**config.mk**
```make
export PLATFORM = sky130hd
export DESIGN_NAME = turn_confirmation_sequencer_top
export DESIGN_NICKNAME = d
export VERILOG_FILES = /design/src/rtl/core/tcs_pkg.sv /design/src/rtl/core/turn_confirmation_sequencer_top.sv
export SDC_FILE = /design/constraint.sdc
export NUM_CORES = 1
export LEC_CHECK = 0
export ABC_AREA = 1
export BUFFER_PORTS_ARGS = -buffer_cell sky130_fd_sc_hd__buf_2
export CORE_MARGIN = 8
export CORE_UTILIZATION = 30
export CTS_CLUSTER_DIAMETER = 30
export DETAILED_ROUTE_END_ITERATION = 8
export GPL_TIMING_DRIVEN = 1
export PLACE_DENSITY = 0.57
export SETUP_SLACK_MARGIN = 0.5
export SYNTH_ARGS = -nofsm -noshare
export SYNTH_HDL_FRONTEND = slang
export SYNTH_SLANG_ARGS = --single-unit
```
**constraint.sdc**
```tcl
create_clock -name clk_i -period 19 [get_ports clk_i]
set_input_delay 0.95 -clock clk_i [delete_from_list [all_inputs] [get_ports clk_i]]
set_output_delay 0.95 -clock clk_i [all_outputs]
set_load 0.005 [all_outputs]
```
**src/rtl/core/tcs_pkg.sv**
```systemverilog
// Shared types and constants for the turn confirmation sequencer.
// Phase, status and opcode encodings, counter indexes and limit defaults.
// No dependencies.
package tcs_pkg;

  localparam int unsigned DataW = 32;
  localparam int unsigned CntN  = 8;
  localparam int unsigned CntSelW = 3;
  localparam int unsigned CfgIdxW = 1;

  localparam logic [DataW-1:0] TurnLimitRst    = 32'd10000;
  localparam logic [DataW-1:0] ConfirmLimitRst = 32'd5000;

  localparam logic [CfgIdxW-1:0] CFG_TURN_LIMIT    = 1'd0;
  localparam logic [CfgIdxW-1:0] CFG_CONFIRM_LIMIT = 1'd1;

  typedef enum logic [2:0] {
    PH_IDLE    = 3'd0,
    PH_GEN     = 3'd1,
    PH_PRES    = 3'd2,
    PH_PEND    = 3'd3,
    PH_CONF    = 3'd4,
    PH_ABORT   = 3'd5,
    PH_TIMEOUT = 3'd6,
    PH_CLEAR   = 3'd7
  } phase_e;

  typedef enum logic [2:0] {
    ST_OK      = 3'd0,
    ST_ARG     = 3'd1,
    ST_STATE   = 3'd2,
    ST_GEN     = 3'd3,
    ST_SESSION = 3'd4,
    ST_CONFIRM = 3'd5,
    ST_TIMEOUT = 3'd6
  } status_e;

  typedef enum logic [2:0] {
    OP_BEGIN   = 3'd0,
    OP_PRESENT = 3'd1,
    OP_CONFIRM = 3'd2,
    OP_DENY    = 3'd3,
    OP_ABORT   = 3'd4,
    OP_TICK    = 3'd5,
    OP_FORGET  = 3'd6,
    OP_READ    = 3'd7
  } opcode_e;

  localparam logic [CntSelW-1:0] CNT_STARTED     = 3'd0;
  localparam logic [CntSelW-1:0] CNT_GENFAIL     = 3'd1;
  localparam logic [CntSelW-1:0] CNT_PRESENTED   = 3'd2;
  localparam logic [CntSelW-1:0] CNT_CONFIRMED   = 3'd3;
  localparam logic [CntSelW-1:0] CNT_DENIED      = 3'd4;
  localparam logic [CntSelW-1:0] CNT_INTERRUPTED = 3'd5;
  localparam logic [CntSelW-1:0] CNT_TIMEDOUT    = 3'd6;
  localparam logic [CntSelW-1:0] CNT_CLEARS      = 3'd7;

endpackage

```
**src/rtl/core/turn_confirmation_sequencer_top.sv**
```systemverilog
// Turn confirmation sequencer top level: request register, event decode,
// turn state, event counters and result register. Depends on tcs_pkg.
//
// Each request is registered, then updates the turn state when the result
// register can take it. One request is taken every clock while the output
// is not stalled, and its result passes from the request register to the
// result register. The rate is set by the state update (phase, payload and
// one counter bump). Configuration writes are always ready and take effect
// on the next cycle.
module turn_confirmation_sequencer_top (
  input  logic                        clk_i,
  input  logic                        rst_ni,
  input  logic                        in_valid_i,
  output logic                        in_stall_o,
  input  logic [2:0]                  opcode_i,
  input  logic [tcs_pkg::DataW-1:0]   session_id_i,
  input  logic [tcs_pkg::DataW-1:0]   now_ms_i,
  input  logic [1:0]                  candidate_class_i,
  input  logic                        derive_ok_i,
  input  logic                        confirm_needed_i,
  input  logic                        abstain_flag_i,
  input  logic [tcs_pkg::CntSelW-1:0] counter_select_i,
  output logic                        out_valid_o,
  input  logic                        out_stall_i,
  output logic [2:0]                  status_o,
  output logic [2:0]                  phase_now_o,
  output logic [tcs_pkg::DataW-1:0]   counter_value_o,
  input  logic                        cfg_valid_i,
  output logic                        cfg_ready_o,
  input  logic [tcs_pkg::CfgIdxW-1:0] cfg_index_i,
  input  logic [tcs_pkg::DataW-1:0]   cfg_data_i
);

  localparam int unsigned W = tcs_pkg::DataW;

  // request register
  logic                        req_valid_q;
  tcs_pkg::opcode_e            op_q;
  logic [W-1:0]                sid_q;
  logic [W-1:0]                now_q;
  logic [1:0]                  cls_q;
  logic                        dok_q;
  logic                        cneed_q;
  logic                        abst_q;
  logic [tcs_pkg::CntSelW-1:0] sel_q;

  // turn state
  tcs_pkg::phase_e phase_q, phase_d;
  logic [W-1:0]    owner_q, owner_d;
  logic [W-1:0]    start_q, start_d;
  logic [W-1:0]    pres_q, pres_d;
  logic            nconf_q, nconf_d;
  logic            abstd_q, abstd_d;
  logic [W-1:0]    cnt_q [tcs_pkg::CntN];

  logic [W-1:0] turn_limit_q;
  logic [W-1:0] confirm_limit_q;

  // result register
  logic                 out_valid_q;
  tcs_pkg::status_e     out_status_q;
  tcs_pkg::phase_e      out_phase_q;
  logic [W-1:0]         out_cnt_q;

  logic                        proc_en;
  logic                        accept;
  tcs_pkg::status_e            st;
  logic [W-1:0]                cval;
  logic                        bump_en;
  logic [tcs_pkg::CntSelW-1:0] bump_sel;
  logic [W-1:0]                elapsed;
  logic [W-1:0]                limit;
  logic                        sid_zero;

  assign proc_en     = req_valid_q && (!out_valid_q || !out_stall_i);
  assign in_stall_o  = req_valid_q && !proc_en;
  assign accept      = in_valid_i && !in_stall_o;
  assign cfg_ready_o = 1'b1;

  assign out_valid_o     = out_valid_q;
  assign status_o        = out_status_q;
  assign phase_now_o     = out_phase_q;
  assign counter_value_o = out_cnt_q;

  assign sid_zero = (sid_q == '0);
  assign elapsed  = now_q - ((phase_q == tcs_pkg::PH_PEND) ? pres_q : start_q);
  assign limit    = (phase_q == tcs_pkg::PH_PEND) ? confirm_limit_q : turn_limit_q;

  always_comb begin
    phase_d  = phase_q;
    owner_d  = owner_q;
    start_d  = start_q;
    pres_d   = pres_q;
    nconf_d  = nconf_q;
    abstd_d  = abstd_q;
    st       = tcs_pkg::ST_OK;
    cval     = '0;
    bump_en  = 1'b0;
    bump_sel = tcs_pkg::CNT_STARTED;
    case (op_q)
      tcs_pkg::OP_BEGIN: begin
        if (sid_zero) begin
          st = tcs_pkg::ST_ARG;
        end else if (phase_q != tcs_pkg::PH_IDLE && phase_q != tcs_pkg::PH_ABORT &&
                     phase_q != tcs_pkg::PH_TIMEOUT && phase_q != tcs_pkg::PH_CLEAR) begin
          st = tcs_pkg::ST_STATE;
        end else begin
          phase_d  = tcs_pkg::PH_GEN;
          owner_d  = sid_q;
          start_d  = now_q;
          pres_d   = '0;
          nconf_d  = 1'b0;
          abstd_d  = 1'b0;
          bump_en  = 1'b1;
          bump_sel = tcs_pkg::CNT_STARTED;
        end
      end
      tcs_pkg::OP_PRESENT: begin
        if (phase_q != tcs_pkg::PH_GEN) begin
          st = tcs_pkg::ST_STATE;
        end else if (cls_q == 2'd3 || !dok_q) begin
          phase_d  = tcs_pkg::PH_ABORT;
          owner_d  = '0;
          start_d  = '0;
          pres_d   = '0;
          nconf_d  = 1'b0;
          abstd_d  = 1'b0;
          bump_en  = 1'b1;
          bump_sel = tcs_pkg::CNT_GENFAIL;
          st       = tcs_pkg::ST_GEN;
        end else begin
          pres_d   = now_q;
          nconf_d  = cneed_q;
          abstd_d  = abst_q;
          bump_en  = 1'b1;
          bump_sel = tcs_pkg::CNT_PRESENTED;
          phase_d  = cneed_q ? tcs_pkg::PH_PEND : tcs_pkg::PH_PRES;
        end
      end
      tcs_pkg::OP_CONFIRM, tcs_pkg::OP_DENY: begin
        if (sid_zero) begin
          st = tcs_pkg::ST_ARG;
        end else if (phase_q != tcs_pkg::PH_PEND) begin
          st = tcs_pkg::ST_STATE;
        end else if (sid_q != owner_q) begin
          st = tcs_pkg::ST_SESSION;
        end else if (op_q == tcs_pkg::OP_CONFIRM) begin
          if (abstd_q || !nconf_q) begin
            st = tcs_pkg::ST_CONFIRM;
          end else begin
            phase_d  = tcs_pkg::PH_CONF;
            owner_d  = '0;
            bump_en  = 1'b1;
            bump_sel = tcs_pkg::CNT_CONFIRMED;
          end
        end else begin
          phase_d  = tcs_pkg::PH_ABORT;
          owner_d  = '0;
          start_d  = '0;
          pres_d   = '0;
          nconf_d  = 1'b0;
          abstd_d  = 1'b0;
          bump_en  = 1'b1;
          bump_sel = tcs_pkg::CNT_DENIED;
        end
      end
      tcs_pkg::OP_ABORT: begin
        if (phase_q == tcs_pkg::PH_IDLE || phase_q == tcs_pkg::PH_CLEAR) begin
          st = tcs_pkg::ST_STATE;
        end else begin
          phase_d  = tcs_pkg::PH_ABORT;
          owner_d  = '0;
          start_d  = '0;
          pres_d   = '0;
          nconf_d  = 1'b0;
          abstd_d  = 1'b0;
          bump_en  = 1'b1;
          bump_sel = tcs_pkg::CNT_INTERRUPTED;
        end
      end
      tcs_pkg::OP_TICK: begin
        if ((phase_q == tcs_pkg::PH_GEN || phase_q == tcs_pkg::PH_PRES ||
             phase_q == tcs_pkg::PH_PEND) && (elapsed >= limit)) begin
          phase_d  = tcs_pkg::PH_TIMEOUT;
          owner_d  = '0;
          start_d  = '0;
          pres_d   = '0;
          nconf_d  = 1'b0;
          abstd_d  = 1'b0;
          bump_en  = 1'b1;
          bump_sel = tcs_pkg::CNT_TIMEDOUT;
          st       = tcs_pkg::ST_TIMEOUT;
        end
      end
      tcs_pkg::OP_FORGET: begin
        phase_d  = tcs_pkg::PH_CLEAR;
        owner_d  = '0;
        start_d  = '0;
        pres_d   = '0;
        nconf_d  = 1'b0;
        abstd_d  = 1'b0;
        bump_en  = 1'b1;
        bump_sel = tcs_pkg::CNT_CLEARS;
      end
      tcs_pkg::OP_READ: begin
        cval = cnt_q[sel_q];
      end
      default: begin
        st = tcs_pkg::ST_OK;
      end
    endcase
  end

  always_ff @(posedge clk_i or negedge rst_ni) begin
    if (!rst_ni) begin
      req_valid_q <= 1'b0;
    end else if (accept) begin
      req_valid_q <= 1'b1;
    end else if (proc_en) begin
      req_valid_q <= 1'b0;
    end
  end

  always_ff @(posedge clk_i) begin
    if (accept) begin
      op_q    <= tcs_pkg::opcode_e'(opcode_i);
      sid_q   <= session_id_i;
      now_q   <= now_ms_i;
      cls_q   <= candidate_class_i;
      dok_q   <= derive_ok_i;
      cneed_q <= confirm_needed_i;
      abst_q  <= abstain_flag_i;
      sel_q   <= counter_select_i;
    end
  end

  always_ff @(posedge clk_i or negedge rst_ni) begin
    if (!rst_ni) begin
      phase_q <= tcs_pkg::PH_IDLE;
      owner_q <= '0;
      start_q <= '0;
      pres_q  <= '0;
      nconf_q <= 1'b0;
      abstd_q <= 1'b0;
    end else if (proc_en) begin
      phase_q <= phase_d;
      owner_q <= owner_d;
      start_q <= start_d;
      pres_q  <= pres_d;
      nconf_q <= nconf_d;
      abstd_q <= abstd_d;
    end
  end

  always_ff @(posedge clk_i or negedge rst_ni) begin
    if (!rst_ni) begin
      for (int i = 0; i < tcs_pkg::CntN; i++) begin
        cnt_q[i] <= '0;
      end
    end else if (proc_en && bump_en) begin
      cnt_q[bump_sel] <= cnt_q[bump_sel] + W'(1);
    end
  end

  always_ff @(posedge clk_i or negedge rst_ni) begin
    if (!rst_ni) begin
      turn_limit_q    <= tcs_pkg::TurnLimitRst;
      confirm_limit_q <= tcs_pkg::ConfirmLimitRst;
    end else if (cfg_valid_i && cfg_ready_o) begin
      if (cfg_index_i == tcs_pkg::CFG_TURN_LIMIT) begin
        turn_limit_q <= cfg_data_i;
      end
      if (cfg_index_i == tcs_pkg::CFG_CONFIRM_LIMIT) begin
        confirm_limit_q <= cfg_data_i;
      end
    end
  end

  always_ff @(posedge clk_i or negedge rst_ni) begin
    if (!rst_ni) begin
      out_valid_q <= 1'b0;
    end else if (proc_en) begin
      out_valid_q <= 1'b1;
    end else if (!out_stall_i) begin
      out_valid_q <= 1'b0;
    end
  end

  always_ff @(posedge clk_i) begin
    if (proc_en) begin
      out_status_q <= st;
      out_phase_q  <= phase_d;
      out_cnt_q    <= cval;
    end
  end

`ifndef SYNTHESIS
  a_stall_full: assert property (@(posedge clk_i) disable iff (!rst_ni)
    in_stall_o |-> req_valid_q)
    else $error("input stalled with empty request register");

  a_cnt_only_ok: assert property (@(posedge clk_i) disable iff (!rst_ni)
    (out_valid_o && counter_value_o != '0) |-> status_o == tcs_pkg::ST_OK)
    else $error("counter value returned with non-ok status");

  a_timeout_phase: assert property (@(posedge clk_i) disable iff (!rst_ni)
    (out_valid_o && status_o == tcs_pkg::ST_TIMEOUT) |-> phase_now_o == tcs_pkg::PH_TIMEOUT)
    else $error("timeout status without timed out phase");

  a_conf_owner: assert property (@(posedge clk_i) disable iff (!rst_ni)
    (phase_q == tcs_pkg::PH_CONF) |-> owner_q == '0)
    else $error("owner session kept after confirmation");

  a_out_hold: assert property (@(posedge clk_i) disable iff (!rst_ni)
    (out_valid_o && out_stall_i) |=> (out_valid_o && $stable(phase_now_o) &&
                                      $stable(status_o) && $stable(counter_value_o)))
    else $error("stalled result changed");
`endif

endmodule

```
==> flow_metrics.env <==
export IMPL_vias=25530
export IMPL_ys_ff_latch=536
export IMPL_syn2layout_area_growth_pct=23.25
export IMPL_arrival_ns=10.96
export IMPL_dp_slack_ns=8.782
export IMPL_path_clk_slew_ns=0.05
export IMPL_p_sw_mw=1.731
export IMPL_synthesis_instances=3685
export IMPL_synth_warnings=0
export IMPL_wl_per_cell_um=17.23
export IMPL_dr_first_iter_drc_count=2081
export IMPL_fin_skew_ns=0.03506
export IMPL_finalSetupViolations=0
export IMPL_final_cell_mix="nand2_1 (1043), o21ai_0 (572), dfrtp_1 (413)"
export IMPL_seq_power_share_pct=29.4
export IMPL_end_kind="register"
export IMPL_rsz0062_at_grt="no"
export IMPL_grt_total_usage_pct=16.58
export IMPL_firstDrtPassIters=6
export IMPL_clkPwrFrac_pct=46.3
export IMPL_syn_area_um2=29100
export IMPL_p_total_mw=5.312
export IMPL_fin_ws_ns=8.603
export IMPL_ys_seq_area_share_pct=48.08
export IMPL_cts_sinks=536
export IMPL_start_util_pct=30.18
export IMPL_antenna_found_initial=7
export IMPL_clock_root_buffer="clkbuf_16"
export IMPL_required_ns=19.56
export IMPL_fin_hold_ws_ns=0.3040
export IMPL_power_density_nw_per_um2=148.1
export IMPL_num_rows=114
export IMPL_fin_tns_setup_ns=0
export IMPL_cp_top_family="simple AND/OR/NAND/NOR gates"
export IMPL_ctsHoldBuffers=0
export IMPL_hpwl_um=55370
export IMPL_dieArea_um2=107200
export IMPL_fp_dieH_um=327.5
export IMPL_grt_max_degree=128
export IMPL_synth_edf_count=113
export IMPL_period_share_pct=54.72
export IMPL_cp_slowest_cell="clkinv_1"
export IMPL_cp_start_kind="register"
export IMPL_slew_headroom_pct=28.05
export IMPL_post_cts_buffers=0
export IMPL_overflow=0
export IMPL_portBuffers=152
export IMPL_fin_crit_ns=10.40
export IMPL_crit_top_cell="nand2_1"
export IMPL_critPathKind="register to register"
export IMPL_syn_avg_cell_area_um2=7.897
export IMPL_clock_latency_ns=0.71
export IMPL_cpPeakStageDelay_ns=0.82
export IMPL_cts_tree="yes"
export IMPL_ioPinCount=154
export IMPL_critPathBufInv=6
export IMPL_htree_levels=4
export IMPL_route_antenna_remaining_nets=0
export IMPL_switching_share_pct=32.59
export IMPL_drv_cap=0
export IMPL_drive_gt1_share_pct=13.65
export IMPL_numCtsBuffers=138
export IMPL_coreArea_um2=96420
export IMPL_gp_congestion=0.8599
export IMPL_outcome="complete, no violations"
export IMPL_hold_path_class="primary input to async pin"
export IMPL_hold_viol=0
export IMPL_clock_path_buffers=3
export IMPL_drcViolationCount=0
export IMPL_drt_total_wl_um=89810
export IMPL_final_common_cell="nand2_1"
export IMPL_slew_violations=0
export IMPL_via_per_inst=4.898
export IMPL_fmax_mhz=96.18
export IMPL_synthFlopType="dfrtp_1"
export IMPL_internal_power_mw=3.581
export IMPL_die_x_um=327.5
export IMPL_final_nets=4001
export IMPL_cts_resized_gates=0
export IMPL_p_leak_nw=16.17
export IMPL_synth_distinct_cells=57
export IMPL_comb_power_share_pct=24.3
export IMPL_synthArstFlopShare_pct=78.92
export IMPL_synthesis_nets=3867
export IMPL_grt_first_pass_wirelength_um=142800
export IMPL_worst_pin_slew_ns=1.079
export IMPL_critPathMaxFanout=60
export IMPL_grt_pass1_vias=24980
export IMPL_ir_worst_vdd_mv=0.09000
[cell usage after synthesis (12+ instances only)]
cell type / n / area share (%)
xor2_1: 26 / 0.78
nor2_2: 25 / 0.54
buf_6: 14 / 0.54
o21ai_1: 63 / 1.1
inv_1: 333 / 4.3
clkbuf_1: 140 / 1.8
buf_1: 14 / 0.18
nand3_1: 249 / 4.3
mux2i_1: 31 / 1.1
nand2_2: 19 / 0.41
o21ai_0: 572 / 9.8
buf_2: 14 / 0.24
nor2_1: 188 / 2.4
nor3_1: 13 / 0.22
a31oi_1: 33 / 0.71
xnor2_1: 12 / 0.36
dfrtp_1: 413 / 36
nand3_2: 13 / 0.45
ha_1: 68 / 2.9
edfxtp_1: 113 / 12
o211ai_1: 43 / 1.1
a21oi_1: 131 / 2.3
nand2_1: 1047 / 14
[flip-flops by register name, summed over array words and instances (netlist names), 32 cells and up]
name / cells
sid_q: 32
start_q: 32
counter_value_o: 32
now_q: 32
owner_q: 32
confirm_limit_q: 32
turn_limit_q: 32
cnt_q: 256
pres_q: 32
[routing by layer]
metal	up-vias	routed length (µm)	track usage, %
met5	-	19	0
met1	11940	39850	22.02
li1	12480	-	-
met2	893	40170	25.71
met3	217	6327	3.907
met4	4	3439	7.140
[power groups by stage]
| stage | clock (mW) | combinational, mW | sequential, mW |
|---|---|---|---|
| CTS | 2.50 | 1.30 | 1.56 |
| finish | 2.46 | 1.29 | 1.56 |
| floorplan | 0 | 0.972 | 1.53 |
| global route | 2.57 | 1.50 | 1.59 |
| detailed placement | 0 | 1.29 | 1.57 |
| global placement | 0 | 1.28 | 1.57 |
[per-stage QoR]
stage | cells | cell area (µm²) | utilization [%]
finish | 5213 | 35870 | 37.20
global route | 5211 | 35860 | 37.19
CTS | 5211 | 35860 | 37.19
detailed placement | 4955 | 30900 | 32.05
global placement | 4955 | 30900 | 32.05
floorplan | 3685 | 29100 | -
[logic make-up (layout without fill, tap and decap cells)]
group	after synthesis	in the layout	synth area share, %
DFF	536	536	48.08
muxes	31	31	1.066
other	1	3	0.01289
AOI/OAI and AO/OA	884	884	16.16
adders and majority gates	69	69	2.992
xor gates and xnor gates	38	38	1.144
and+or+nand+nor	1584	1584	22.96
buffers and inverters	542	792	7.588
[final cells by class]
cell class	instances	area, µm²
diodes	2	5.005
fillers	9950	60550
inverters	349	1318
clock buffers	182	3946
repair buffers	187	1046
flip-flops and latches	536	13990
multi-input cells	2607	12950
well taps	1276	1597
clock inverters	74	1013
[final timing paths]
path | slack (ns) | start | depth (start not counted) | end
worst max-delay path | 8.60 | phase_q[1]$_DFFE_PN0P_ | 36 | cnt_q[110]$_DFFE_PN0P_
worst min-delay path | 0.30 | rst_ni | 1 | cnt_q[238]$_DFFE_PN0P_
worst max register to register | 8.60 | phase_q[1]$_DFFE_PN0P_ | 36 | cnt_q[110]$_DFFE_PN0P_
worst min register to register | 0.48 | cnt_q[117]$_DFFE_PN0P_ | 2 | cnt_q[117]$_DFFE_PN0P_
max in group asynchronous | 16.32 | rst_ni | 3 | owner_q[5]$_DFFE_PN0P_
min in group clk_i | 0.41 | session_id_i[25] | 1 | sid_q[25]$_DFFE_PP_
Note: power is estimated with default switching activity, not from simulation.
